### config.mk
export PLATFORM = sky130hd
export DESIGN_NAME = volume_brightness_key_controller_core
export DESIGN_NICKNAME = d
export VERILOG_FILES = /design/src/hdl/vbk_pkg.sv /design/src/hdl/vbk_cfg.sv /design/src/hdl/vbk_step.sv /design/src/hdl/volume_brightness_key_controller_core.sv
export VERILOG_INCLUDE_DIRS = /design/src /design/src/hdl
export SDC_FILE = /design/constraint.sdc
export NUM_CORES = 1
export LEC_CHECK = 0
export BUFFER_PORTS_ARGS = -buffer_cell sky130_fd_sc_hd__buf_2
export CAP_MARGIN = 20
export CORE_MARGIN = 1
export CORE_UTILIZATION = 50
export DETAILED_ROUTE_END_ITERATION = 8
export GPL_ROUTABILITY_DRIVEN = 0
export PLACE_DENSITY = 0.81
export SYNTH_ARGS = -nofsm -noshare
export SYNTH_HDL_FRONTEND = slang
export SYNTH_SLANG_ARGS = --single-unit
### constraint.sdc
create_clock -name clk -period 3.71 [get_ports clk]
set_clock_uncertainty 0.1 [all_clocks]
set_input_delay 0.742 -clock clk [delete_from_list [all_inputs] [get_ports clk]]
set_output_delay 0.742 -clock clk [all_outputs]
set_load 0.005 [all_outputs]
### src/hdl/volume_brightness_key_controller_core_defines.svh
// Assertion helpers for the key controller core.
`ifndef VOLUME_BRIGHTNESS_KEY_CONTROLLER_CORE_DEFINES_SVH
`define VOLUME_BRIGHTNESS_KEY_CONTROLLER_CORE_DEFINES_SVH

`ifndef SYNTHESIS
`define VBK_ASSERT_HOLDS(label, cond) \
    label: assert property (@(posedge clk) disable iff (!rst_n) (cond)) \
        else $error("vbk: invariant violated");
`define VBK_ASSERT_NEXT(label, ante, cons) \
    label: assert property (@(posedge clk) disable iff (!rst_n) (ante) |=> (cons)) \
        else $error("vbk: next-cycle check failed");
`else
`define VBK_ASSERT_HOLDS(label, cond)
`define VBK_ASSERT_NEXT(label, ante, cons)
`endif

`endif

### src/hdl/vbk_pkg.sv
package vbk_pkg;

    localparam int unsigned LVL_W     = 6;
    localparam int unsigned CODE_W    = 10;
    localparam int unsigned VALUE_W   = 8;
    localparam int unsigned CFG_IDX_W = 3;

    // key codes
    localparam logic [CODE_W-1:0] CODE_MENU    = 10'd1;
    localparam logic [CODE_W-1:0] CODE_POWER   = 10'd116;
    localparam logic [CODE_W-1:0] CODE_VOLUP   = 10'd115;
    localparam logic [CODE_W-1:0] CODE_VOLDOWN = 10'd114;
    localparam logic [CODE_W-1:0] CODE_L1      = 10'd18;
    localparam logic [CODE_W-1:0] CODE_R1      = 10'd20;

    // key values
    localparam logic [VALUE_W-1:0] VAL_RELEASE = 8'd0;
    localparam logic [VALUE_W-1:0] VAL_PRESS   = 8'd1;
    localparam logic [VALUE_W-1:0] VAL_REPEAT  = 8'd2;

    // register indexes
    localparam logic [CFG_IDX_W-1:0] REG_PLUS_MODEL       = 3'd0;
    localparam logic [CFG_IDX_W-1:0] REG_VOLUME_MAX       = 3'd1;
    localparam logic [CFG_IDX_W-1:0] REG_BRIGHTNESS_MAX   = 3'd2;
    localparam logic [CFG_IDX_W-1:0] REG_START_VOLUME     = 3'd3;
    localparam logic [CFG_IDX_W-1:0] REG_START_BRIGHTNESS = 3'd4;
    localparam logic [CFG_IDX_W-1:0] REG_START_MUTE       = 3'd5;

    // reset values
    localparam logic             RST_PLUS_MODEL       = 1'b1;
    localparam logic [LVL_W-1:0] RST_VOLUME_MAX       = 6'd20;
    localparam logic [LVL_W-1:0] RST_BRIGHTNESS_MAX   = 6'd10;
    localparam logic [LVL_W-1:0] RST_START_VOLUME     = 6'd10;
    localparam logic [LVL_W-1:0] RST_START_BRIGHTNESS = 6'd5;
    localparam logic             RST_START_MUTE       = 1'b0;

    typedef struct packed {
        logic             plus_model;
        logic [LVL_W-1:0] volume_max;
        logic [LVL_W-1:0] brightness_max;
    } cfg_t;

    typedef struct packed {
        logic             volume;
        logic             brightness;
        logic             mute;
        logic [LVL_W-1:0] data;
    } cfg_load_t;

    typedef struct packed {
        logic             menu_held;
        logic             power_held;
        logic             repeat_phase;
        logic [LVL_W-1:0] volume_now;
        logic [LVL_W-1:0] brightness_now;
        logic             muted;
    } state_t;

    typedef struct packed {
        logic                      is_key_event;
        logic [CODE_W-1:0]         key_code;
        logic signed [VALUE_W-1:0] key_value;
    } event_t;

    typedef struct packed {
        logic [LVL_W-1:0] volume_level;
        logic [LVL_W-1:0] brightness_level;
        logic             mute_on;
        logic             shutdown_request;
    } result_t;

endpackage

### src/hdl/vbk_cfg.sv
module vbk_cfg
(
    input  logic                           clk,
    input  logic                           rst_n,
    input  logic                           wr_en,
    input  logic [vbk_pkg::CFG_IDX_W-1:0]  wr_index,
    input  logic [vbk_pkg::LVL_W-1:0]      wr_data,
    output vbk_pkg::cfg_t                  cfg,
    output vbk_pkg::cfg_load_t             load
);

    vbk_pkg::cfg_t cfg_reg;
    vbk_pkg::cfg_t cfg_next;

    always_comb
    begin
        cfg_next        = cfg_reg;
        load.volume     = 1'b0;
        load.brightness = 1'b0;
        load.mute       = 1'b0;
        load.data       = wr_data;
        if (wr_en)
        begin
            unique case (wr_index)
                vbk_pkg::REG_PLUS_MODEL:       cfg_next.plus_model     = wr_data[0];
                vbk_pkg::REG_VOLUME_MAX:       cfg_next.volume_max     = wr_data;
                vbk_pkg::REG_BRIGHTNESS_MAX:   cfg_next.brightness_max = wr_data;
                vbk_pkg::REG_START_VOLUME:     load.volume             = 1'b1;
                vbk_pkg::REG_START_BRIGHTNESS: load.brightness         = 1'b1;
                vbk_pkg::REG_START_MUTE:       load.mute               = 1'b1;
                default:                       cfg_next                = cfg_reg;
            endcase
        end
    end

    always_ff @(posedge clk or negedge rst_n)
    begin
        if (!rst_n)
        begin
            cfg_reg.plus_model     <= vbk_pkg::RST_PLUS_MODEL;
            cfg_reg.volume_max     <= vbk_pkg::RST_VOLUME_MAX;
            cfg_reg.brightness_max <= vbk_pkg::RST_BRIGHTNESS_MAX;
        end
        else
        begin
            cfg_reg <= cfg_next;
        end
    end

    assign cfg = cfg_reg;

endmodule

### src/hdl/vbk_step.sv
module vbk_step
(
    input  vbk_pkg::state_t  st,
    input  vbk_pkg::cfg_t    cfg,
    input  vbk_pkg::event_t  ev,
    output vbk_pkg::state_t  st_next,
    output logic             shutdown
);

    always_comb
    begin
        logic [vbk_pkg::VALUE_W-1:0] v;
        logic                        known;
        logic                        is_up;
        logic                        is_down;
        logic                        act;
        logic [vbk_pkg::LVL_W-1:0]   vol;

        v       = $unsigned(ev.key_value);
        st_next = st;
        shutdown = 1'b0;
        known   = ev.is_key_event &&
                  (v == vbk_pkg::VAL_RELEASE || v == vbk_pkg::VAL_PRESS ||
                   v == vbk_pkg::VAL_REPEAT);
        is_up   = (ev.key_code == vbk_pkg::CODE_VOLUP) ||
                  (ev.key_code == vbk_pkg::CODE_R1 && !cfg.plus_model);
        is_down = (ev.key_code == vbk_pkg::CODE_VOLDOWN) ||
                  (ev.key_code == vbk_pkg::CODE_L1 && !cfg.plus_model);

        // repeats act on every second beat only
        if (v == vbk_pkg::VAL_REPEAT)
        begin
            act = st.repeat_phase;
        end
        else
        begin
            act = (v == vbk_pkg::VAL_PRESS);
        end

        vol = st.volume_now;

        if (known)
        begin
            if (ev.key_code == vbk_pkg::CODE_MENU)
            begin
                if (v != vbk_pkg::VAL_REPEAT)
                    st_next.menu_held = v[0];
            end
            else if (ev.key_code == vbk_pkg::CODE_POWER)
            begin
                if (v != vbk_pkg::VAL_REPEAT)
                    st_next.power_held = v[0];
            end
            else if (is_up || is_down)
            begin
                st_next.repeat_phase = (v == vbk_pkg::VAL_REPEAT) ? !st.repeat_phase : 1'b0;
                if (act && is_up)
                begin
                    if (st.menu_held)
                    begin
                        if (st.brightness_now < cfg.brightness_max)
                            st_next.brightness_now = st.brightness_now + 1'b1;
                    end
                    else
                    begin
                        if (st.volume_now < cfg.volume_max)
                            vol = st.volume_now + 1'b1;
                        st_next.volume_now = vol;
                        if (vol != '0)
                            st_next.muted = 1'b0;
                    end
                end
                else if (act)
                begin
                    if (st.menu_held)
                    begin
                        if (st.brightness_now != '0)
                            st_next.brightness_now = st.brightness_now - 1'b1;
                    end
                    else
                    begin
                        if (st.volume_now != '0)
                            vol = st.volume_now - 1'b1;
                        st_next.volume_now = vol;
                        if (vol == '0)
                            st_next.muted = 1'b1;
                    end
                end
            end

            if (st_next.menu_held && st_next.power_held)
            begin
                st_next.menu_held  = 1'b0;
                st_next.power_held = 1'b0;
                shutdown           = 1'b1;
            end
        end
    end

endmodule

### src/hdl/volume_brightness_key_controller_core.sv
// Volume / brightness key controller.
// Input channel: in_valid / in_stall with is_key_event, key_code, key_value.
// One beat is taken at each edge where in_valid is high and in_stall low.
// Output channel: out_valid / out_stall; every input beat yields exactly one
// result beat with the levels, the mute flag and a one-beat shutdown pulse.
// A taken beat waits in the input register; its result is then registered
// for the output ports. Throughput is one beat per cycle while out_stall
// is low, set by the single update pass between input and result registers.
// While out_stall is high the result holds; the input register still takes
// one more beat, then in_stall rises until the result is taken.
// Configuration: cfg_valid / cfg_ready (always ready), cfg_index selects the
// register, cfg_data carries its value. Writing a start register also loads
// the live level or mute flag. Write only while no beat is in flight.
// Reset: registers take their defaults, levels load from the start values,
// held flags and the repeat phase clear, both channels go empty.
`include "volume_brightness_key_controller_core_defines.svh"

module volume_brightness_key_controller_core
(
    input  logic                                 clk,
    input  logic                                 rst_n,

    input  logic                                 in_valid,
    output logic                                 in_stall,
    input  logic                                 is_key_event,
    input  logic [vbk_pkg::CODE_W-1:0]           key_code,
    input  logic signed [vbk_pkg::VALUE_W-1:0]   key_value,

    output logic                                 out_valid,
    input  logic                                 out_stall,
    output logic [vbk_pkg::LVL_W-1:0]            volume_level,
    output logic [vbk_pkg::LVL_W-1:0]            brightness_level,
    output logic                                 mute_on,
    output logic                                 shutdown_request,

    input  logic                                 cfg_valid,
    output logic                                 cfg_ready,
    input  logic [vbk_pkg::CFG_IDX_W-1:0]        cfg_index,
    input  logic [vbk_pkg::LVL_W-1:0]            cfg_data
);

    vbk_pkg::cfg_t      cfg;
    vbk_pkg::cfg_load_t load;
    vbk_pkg::state_t    st_reg;
    vbk_pkg::state_t    st_next;
    vbk_pkg::state_t    st_step;
    vbk_pkg::event_t    ev_reg;
    vbk_pkg::result_t   res_reg;
    logic               shut_step;
    logic               s1_valid_reg;
    logic               s1_valid_next;
    logic               out_valid_reg;
    logic               out_valid_next;
    logic               out_free;
    logic               s1_adv;
    logic               in_take;

    assign cfg_ready = 1'b1;

    vbk_cfg u_cfg
    (
        .clk      (clk),
        .rst_n    (rst_n),
        .wr_en    (cfg_valid && cfg_ready),
        .wr_index (cfg_index),
        .wr_data  (cfg_data),
        .cfg      (cfg),
        .load     (load)
    );

    vbk_step u_step
    (
        .st       (st_reg),
        .cfg      (cfg),
        .ev       (ev_reg),
        .st_next  (st_step),
        .shutdown (shut_step)
    );

    // handshake
    assign out_free       = !out_valid_reg || !out_stall;
    assign s1_adv         = s1_valid_reg && out_free;
    assign in_stall       = s1_valid_reg && !out_free;
    assign in_take        = in_valid && !in_stall;
    assign s1_valid_next  = in_take || (s1_valid_reg && !s1_adv);
    assign out_valid_next = s1_adv || (out_valid_reg && out_stall);

    always_comb
    begin
        st_next = s1_adv ? st_step : st_reg;
        if (load.volume)
            st_next.volume_now = load.data;
        if (load.brightness)
            st_next.brightness_now = load.data;
        if (load.mute)
            st_next.muted = load.data[0];
    end

    always_ff @(posedge clk or negedge rst_n)
    begin
        if (!rst_n)
        begin
            s1_valid_reg          <= 1'b0;
            out_valid_reg         <= 1'b0;
            st_reg.menu_held      <= 1'b0;
            st_reg.power_held     <= 1'b0;
            st_reg.repeat_phase   <= 1'b0;
            st_reg.volume_now     <= vbk_pkg::RST_START_VOLUME;
            st_reg.brightness_now <= vbk_pkg::RST_START_BRIGHTNESS;
            st_reg.muted          <= vbk_pkg::RST_START_MUTE;
        end
        else
        begin
            s1_valid_reg  <= s1_valid_next;
            out_valid_reg <= out_valid_next;
            st_reg        <= st_next;
        end
    end

    // payload registers
    always_ff @(posedge clk)
    begin
        if (in_take)
        begin
            ev_reg.is_key_event <= is_key_event;
            ev_reg.key_code     <= key_code;
            ev_reg.key_value    <= key_value;
        end
        if (s1_adv)
        begin
            res_reg.volume_level     <= st_step.volume_now;
            res_reg.brightness_level <= st_step.brightness_now;
            res_reg.mute_on          <= st_step.muted;
            res_reg.shutdown_request <= shut_step;
        end
    end

    assign out_valid        = out_valid_reg;
    assign volume_level     = res_reg.volume_level;
    assign brightness_level = res_reg.brightness_level;
    assign mute_on          = res_reg.mute_on;
    assign shutdown_request = res_reg.shutdown_request;

    `VBK_ASSERT_HOLDS(a_shut_clears_held,
        !(out_valid_reg && res_reg.shutdown_request) ||
        (!st_reg.menu_held && !st_reg.power_held))
    `VBK_ASSERT_NEXT(a_adv_fills_out, s1_adv, out_valid_reg)
    `VBK_ASSERT_NEXT(a_vol_bounded,
        s1_adv && !load.volume && st_reg.volume_now <= cfg.volume_max,
        st_reg.volume_now <= cfg.volume_max)

endmodule

Yosys cells after proc, flatten, opt, wreduce, memory -nomap -nowiden
Cells that the tools add are included.
- shift operators: 0
- div/mod/pow operators: 0
- equality and inequality tests: 17
- $add $sub $neg: 4
- reduce and logical (&&, ||, !) cells: 39
- muxes and demuxes: 49
- multipliers: 0
- bitwise logic cells: 0
- order comparisons: 2
- operators by type and width (kind ; number):
    $mux W6 ; 23
    $mux W13 ; 4
    $eq A10 B7 Y1 const B ; 3
    $mux W15 ; 2
    $mux W14 ; 2
    $eq A10 B5 Y1 const B ; 2
    $reduce_bool A6 Y1 ; 3
    $mux W1 ; 16
    $add A6 B1 Y6 const B ; 2
    $lt A6 B6 Y1 ; 2
    $sub A6 B1 Y6 const B ; 2
    $eq A10 B1 Y1 const B ; 1
    $logic_and A1 B1 Y1 ; 10
    $eq A8 B1 Y1 const B ; 1
    $eq A8 B2 Y1 const B ; 1
    $logic_not A8 Y1 ; 1
    $logic_or A1 B1 Y1 ; 8
    $ne A8 B2 Y1 const B ; 1
    $reduce_and A2 Y1 ; 4
    $logic_not A1 Y1 ; 7
    $eq A3 B2 Y1 const B ; 2
    $eq A3 B3 Y1 const B ; 2
    $logic_not A6 Y1 ; 1
    $ne A2 B2 Y1 const B ; 3
    6 further kinds ; 8
- memory bits (writable): 0
- latch bits: 0
- register bits: 64
- bits in read-only memories: 0
- memories kept: 0
- logic and storage cells: 129
- bits of input ports: 33

Depth between registers and ports, before layout
- word-level depth: 21
- gate-level depth with buffers: 9

Modules after synthesis
From an unflattened synthesis, not the netlist that was laid out.
- cell total of the unflattened synthesis: 390
- area total of the unflattened synthesis: 4002.6 um2
- by module, submodules not included (module ; area an instance (um2) ; cells an instance ; sequential area each (um2) ; times used):
    volume_brightness_key_controller_core ; 1898.1 ; 125 ; 1446.4 ; 1
    vbk_step ; 1453.9 ; 224 ; 0.0 ; 1
    vbk_cfg ; 650.6 ; 41 ; 331.6 ; 1

Worst setup path after synthesis
Ideal clock, no wire load.
- path type: register -> register
- start point: reg ev_reg[3] (netlist bit)
- end point: reg st_reg[0] (netlist bit)
- data arrival time: 2484 ps
- cell stages (with the launch flop): 10
- path slack: 1061 ps
- data required time: 3545 ps
- buffers on the path: 2
- library setup time: 65 ps
- cell sequence: edfxtp_1 > nor4_4 > or4b_1 > buf_2 > a211o_1 > buf_6 > nor4_4 > a41oi_1 > o311ai_1 > o21a_1
- word-level cells in the longest chain between the ends: 11
- ends and longest elaborated chain (what ; RTL line ; text):
    start, declared ; volume_brightness_key_controller_core.sv:47 ; vbk_pkg::event_t ev_reg;
    $eq A8 B1 Y1 or $eq A8 B2 Y1 (tied branches) ; - ;
    $mux W1 ; vbk_step.sv:31 ; if (v == vbk_pkg::VAL_REPEAT)
    $mux W13 or $logic_and A1 B1 Y1 (tied branches) ; vbk_step.sv:73, vbk_step.sv:57 ;
    $mux W13 ; vbk_step.sv:57 ; if (act && is_up)
    $mux W14 ; vbk_step.sv:54 ; else if (is_up || is_down)
    $mux W14 ; vbk_step.sv:49 ; else if (ev.key_code == vbk_pkg::CODE_POWER)
    $mux W15 ; vbk_step.sv:44 ; if (ev.key_code == vbk_pkg::CODE_MENU)
    $mux W15 ; vbk_step.sv:42 ; if (known)
    $mux W13 * ; vbk_step.sv:42 ;
    $mux W13 * ; volume_brightness_key_controller_core.sv:90 ; st_next = s1_adv ? st_step : st_reg;
    $mux W1 * ; volume_brightness_key_controller_core.sv:95 ; if (load.mute)
    end signal, assigned ; volume_brightness_key_controller_core.sv:116 ; st_reg <= st_next;
    end, declared ; volume_brightness_key_controller_core.sv:44 ; vbk_pkg::state_t st_reg;
Mark *: on every way between the ends. The rest lies on a longest branch, timed or not. The select of a mux whose other input is x is not followed.
A chain may end at the register's enable or synchronous reset.

Final worst setup path
Ends and elaborated chain as after synthesis.

==> impl_metrics.py <==
metrics = {
    "status": {
        "run_status": "complete, no violations",
    },
    "yosys": {
        "synth-seq-cells": 64,
        "synthesis.area_per_instance_um2": 9.90,
        "edff_count_synth": 33,
        "synth-seq-area-share_pct": 47.1,
        "synthesis.nets": 430,
        "netlist.area_leader.share_pct": 26.3,
        "mappedNetlistArea_mm2": 0.00377,
        "synth-main-ff-cell": "edfxtp_1",
        "syn_inst": 381,
        "netlist-cell-type-count": 67,
        "yosys-top-cells-area": "edfxtp_1 (26%), dfrtp_1 (15%), dfstp_2 (6.3%)",
        "synth_top_area_cell": "edfxtp_1",
        "synth-async-reset-ratio_pct": 48.4,
        "synth_warnings": 0,
    },
    "placement": {
        "dpl_worst_slack_ps": 776,
        "port_buffers": 48,
        "detailed_place_hpwl_mm": 6.21,
    },
    "critical_path": {
        "cp_slowest_stage_delay_ps": 620,
        "worst_setup_ep": "st_reg[0]",
        "r2r_slack_ps": 750,
        "timing.critical_path.cells": "nor4_4 -> or4b_1 -> a211o_1 -> nor4_4 -> a41oi_1 -> o311ai_1 -> o21a_1",
        "cp.depth": 7,
        "regToRegStartpoint": "ev_reg[3]",
        "top_family_by_delay_on_critical_path": "simple AND/OR/NAND/NOR gates",
        "critPathCaptureType": "flop",
        "crit_type": "reg2reg",
        "worst_path_most_repeated_cell": "nor4_4",
        "crit-reg2reg-capture": "st_reg[0]",
        "cell_with_the_biggest_individual_delay_on_the_critical_path": "or4b_1",
        "r2r.worst_path.cells": 7,
        "critPathBufInv": 0,
        "crit_path_start": "ev_reg[3]",
        "worstPathMaxFanout": 9,
        "worst-endpoint-required_ps": 3910,
        "critPathArrivalTime_ps": 3150,
        "critPathLaunchType": "flop",
    },
    "sta": {
        "setup_repair_after_global_routing_missed_its_margin": "false",
        "period_share_pct": 79.7,
        "finalWorstPathRequiredPeriod_ps": 2960,
        "max-slew-margin-rel_pct": 41.9,
        "setup_viol": 0,
        "tightest_slew_ps": 868,
        "report.final.slew_viol_count": 0,
        "max_freq_ghz": 0.338,
        "fin_setup_tns_ps": 0,
        "finalHoldViolCount": 0,
        "finalWorstSetupSlack_ps": 755,
    },
    "grt": {
        "grt_usage_pct": 23.7,
        "first_global_vias": 2922,
        "grt_max_degree": 32,
        "antenna_found_initial": 0,
        "global_route.overflow_total": 0,
        "grt_pass1_wl_mm": 13.8,
    },
    "routing": {
        "dr_total_vias": 3221,
        "drtAntennaViolNets": 0,
        "drcViolationCount": 0,
        "via_per_inst": 6.04,
        "wire_length_reported_by_the_detailed_router_mm": 8.44,
        "detailedRoute.firstPassIterationCount": 5,
        "wl_per_cell_um": 15.8,
        "drt_iter0_markers": 465,
    },
    "pwr": {
        "totalPowerFinal_mw": 2.09,
        "leakage_power_nw": 1.73,
        "power_per_cell_area_mw_per_mm2": 487,
        "vdd.ir_drop.worst_mv": 0.255,
    },
    "clock_tree": {
        "h_tree_depth_reported_by_cts": 3,
        "clock_sink_count": 64,
        "cts-root-to-sink-buffers": 2,
        "cts.clk_slew.worst_paths_ps": 80,
        "cts_resized": 0,
        "cts_setup_buffers": 0,
        "cts-root-buf": "clkbuf_8",
        "tritoncts.num_buffers": 9,
        "tritoncts_clock_tree": "built",
        "clkLatencyLatePin_ps": 360,
        "cts.hold.buffers_added": 0,
    },
    "die": {
        "floorplan.die.width_um": 88.8,
        "io_pins": 50,
        "num_rows": 31,
        "design.die.area_mm2": 0.00789,
        "core_area_mm2": 0.00725,
        "die_y_um": 88.8,
        "floorplan.initialDensity_pct": 52.0,
    },
    "flow_run": {
        "cap_violations": 0,
    },
    "cells_and_area": {
        "antenna_cells_inserted": 0,
        "post_route_cells_drive_above_1_share_pct": 21.0,
        "fin_nets": 478,
        "synthToLayoutAreaGrowth_pct": 13.8,
        "largest_register_ff_count": 19,
        "fillCellCount": 617,
    },
    "hold_path": {
        "hold_path_class": "in2async",
    },
}
metal layers:
layer,vias to the layer above,track usage (%),wire [um]
met2,183,37.4,3870
met3,31,6.25,728
met1,1487,30.2,3580
met4,0,11.7,264
met5,-,0,0
li1,1520,-,-
cell usage after synthesis, types with 4 or more instances:
cell type	count
a31oi_1	6
inv_1	25
nand3_1	14
nor2b_1	4
o21ai_0	27
a41oi_1	4
nand2_1	38
a21oi_1	27
o211ai_1	4
xnor2_1	4
ha_1	16
or3_1	7
a21o_1	6
dfstp_2	9
nor2_1	20
nand2b_1	7
dfrtp_1	22
edfxtp_1	33
o31ai_1	6
nor3_1	12
a22o_1	5
clkbuf_1	7
cell usage in the layout (no fill, tap or decap), drive strengths merged, types with 3 or more instances in the layout:
| cell type | n |
|---|---|
| a31o | 3 |
| a211oi | 3 |
| o41ai | 3 |
| mux2 | 3 |
| a21oi | 27 |
| ha | 16 |
| inv | 25 |
| nand2b | 7 |
| nand4 | 3 |
| o31ai | 6 |
| mux2i | 3 |
| nor2 | 20 |
| nand3 | 14 |
| a41oi | 4 |
| o21a | 3 |
| nor3 | 12 |
| dfrtp | 22 |
| o21ai | 28 |
| and2 | 3 |
| nor2b | 4 |
| nor4 | 5 |
| nand2 | 38 |
| clkbuf | 9 |
| xnor2 | 4 |
| buf | 52 |
| clkinv | 4 |
| a31oi | 6 |
| or3 | 8 |
| a21o | 6 |
| o211ai | 4 |
| and3 | 3 |
| edfxtp | 33 |
| nand4b | 3 |
| a22o | 5 |
| dfstp | 9 |
worst min-delay path by stage:
stage               start      endpoint  slack (ps)
2_1_floorplan       rst_n     out_valid         350
3_3_place_gp   st_reg[13]    st_reg[13]         380
3_5_place_dp   st_reg[13]    st_reg[13]         380
4_1_cts             rst_n  s1_valid_reg         370
5_1_grt             rst_n  s1_valid_reg         390
6_report            rst_n  u_cfg.cfg[5]         340
report_power, final:
part | internal (mW) | leakage (nW) | switching (mW) | total, mW
clock | 0.372 | 0.106 | 0.279 | 0.650
sequential | 0.871 | 0.686 | 0.0959 | 0.967
combinational | 0.207 | 0.940 | 0.264 | 0.471
layout make-up:
type	count	area [um^2]	area share, %
Inverter	25	93.8	2.19
Clock inverter	7	86.3	2.01
Sequential cell	64	1780	41.4
Timing Repair Buffer	52	270	6.30
Clock buffer	9	124	2.89
Tap cell	99	124	2.89
Multi-Input combinational cell	277	1820	42.3
stage by stage:
| stage | hold slack (ps) | utilization [%] | cell area, um^2 | instances |
|---|---|---|---|---|
| after detailed placement | 383 | 56.3 | 4080 | 517 |
| final | 337 | 59.2 | 4290 | 533 |
| after CTS | 369 | 59.2 | 4290 | 533 |
| after global routing | 387 | 59.2 | 4290 | 533 |
| after floorplan | 346 | - | 3770 | 381 |
| after global placement | 375 | 56.3 | 4080 | 517 |
kinds of logic after synthesis:
group / synth area share [%]
AND/OR/NAND/NOR: 19.1
AO/OA/AOI/OAI: 20.5
flip-flops: 47.1
buffers and inverters: 4.71
adder cells (fa/ha/maj): 5.31
XOR/XNOR: 1.39
multiplexers: 1.69
other: 0.0994
(Power assumes the default switching activity.)
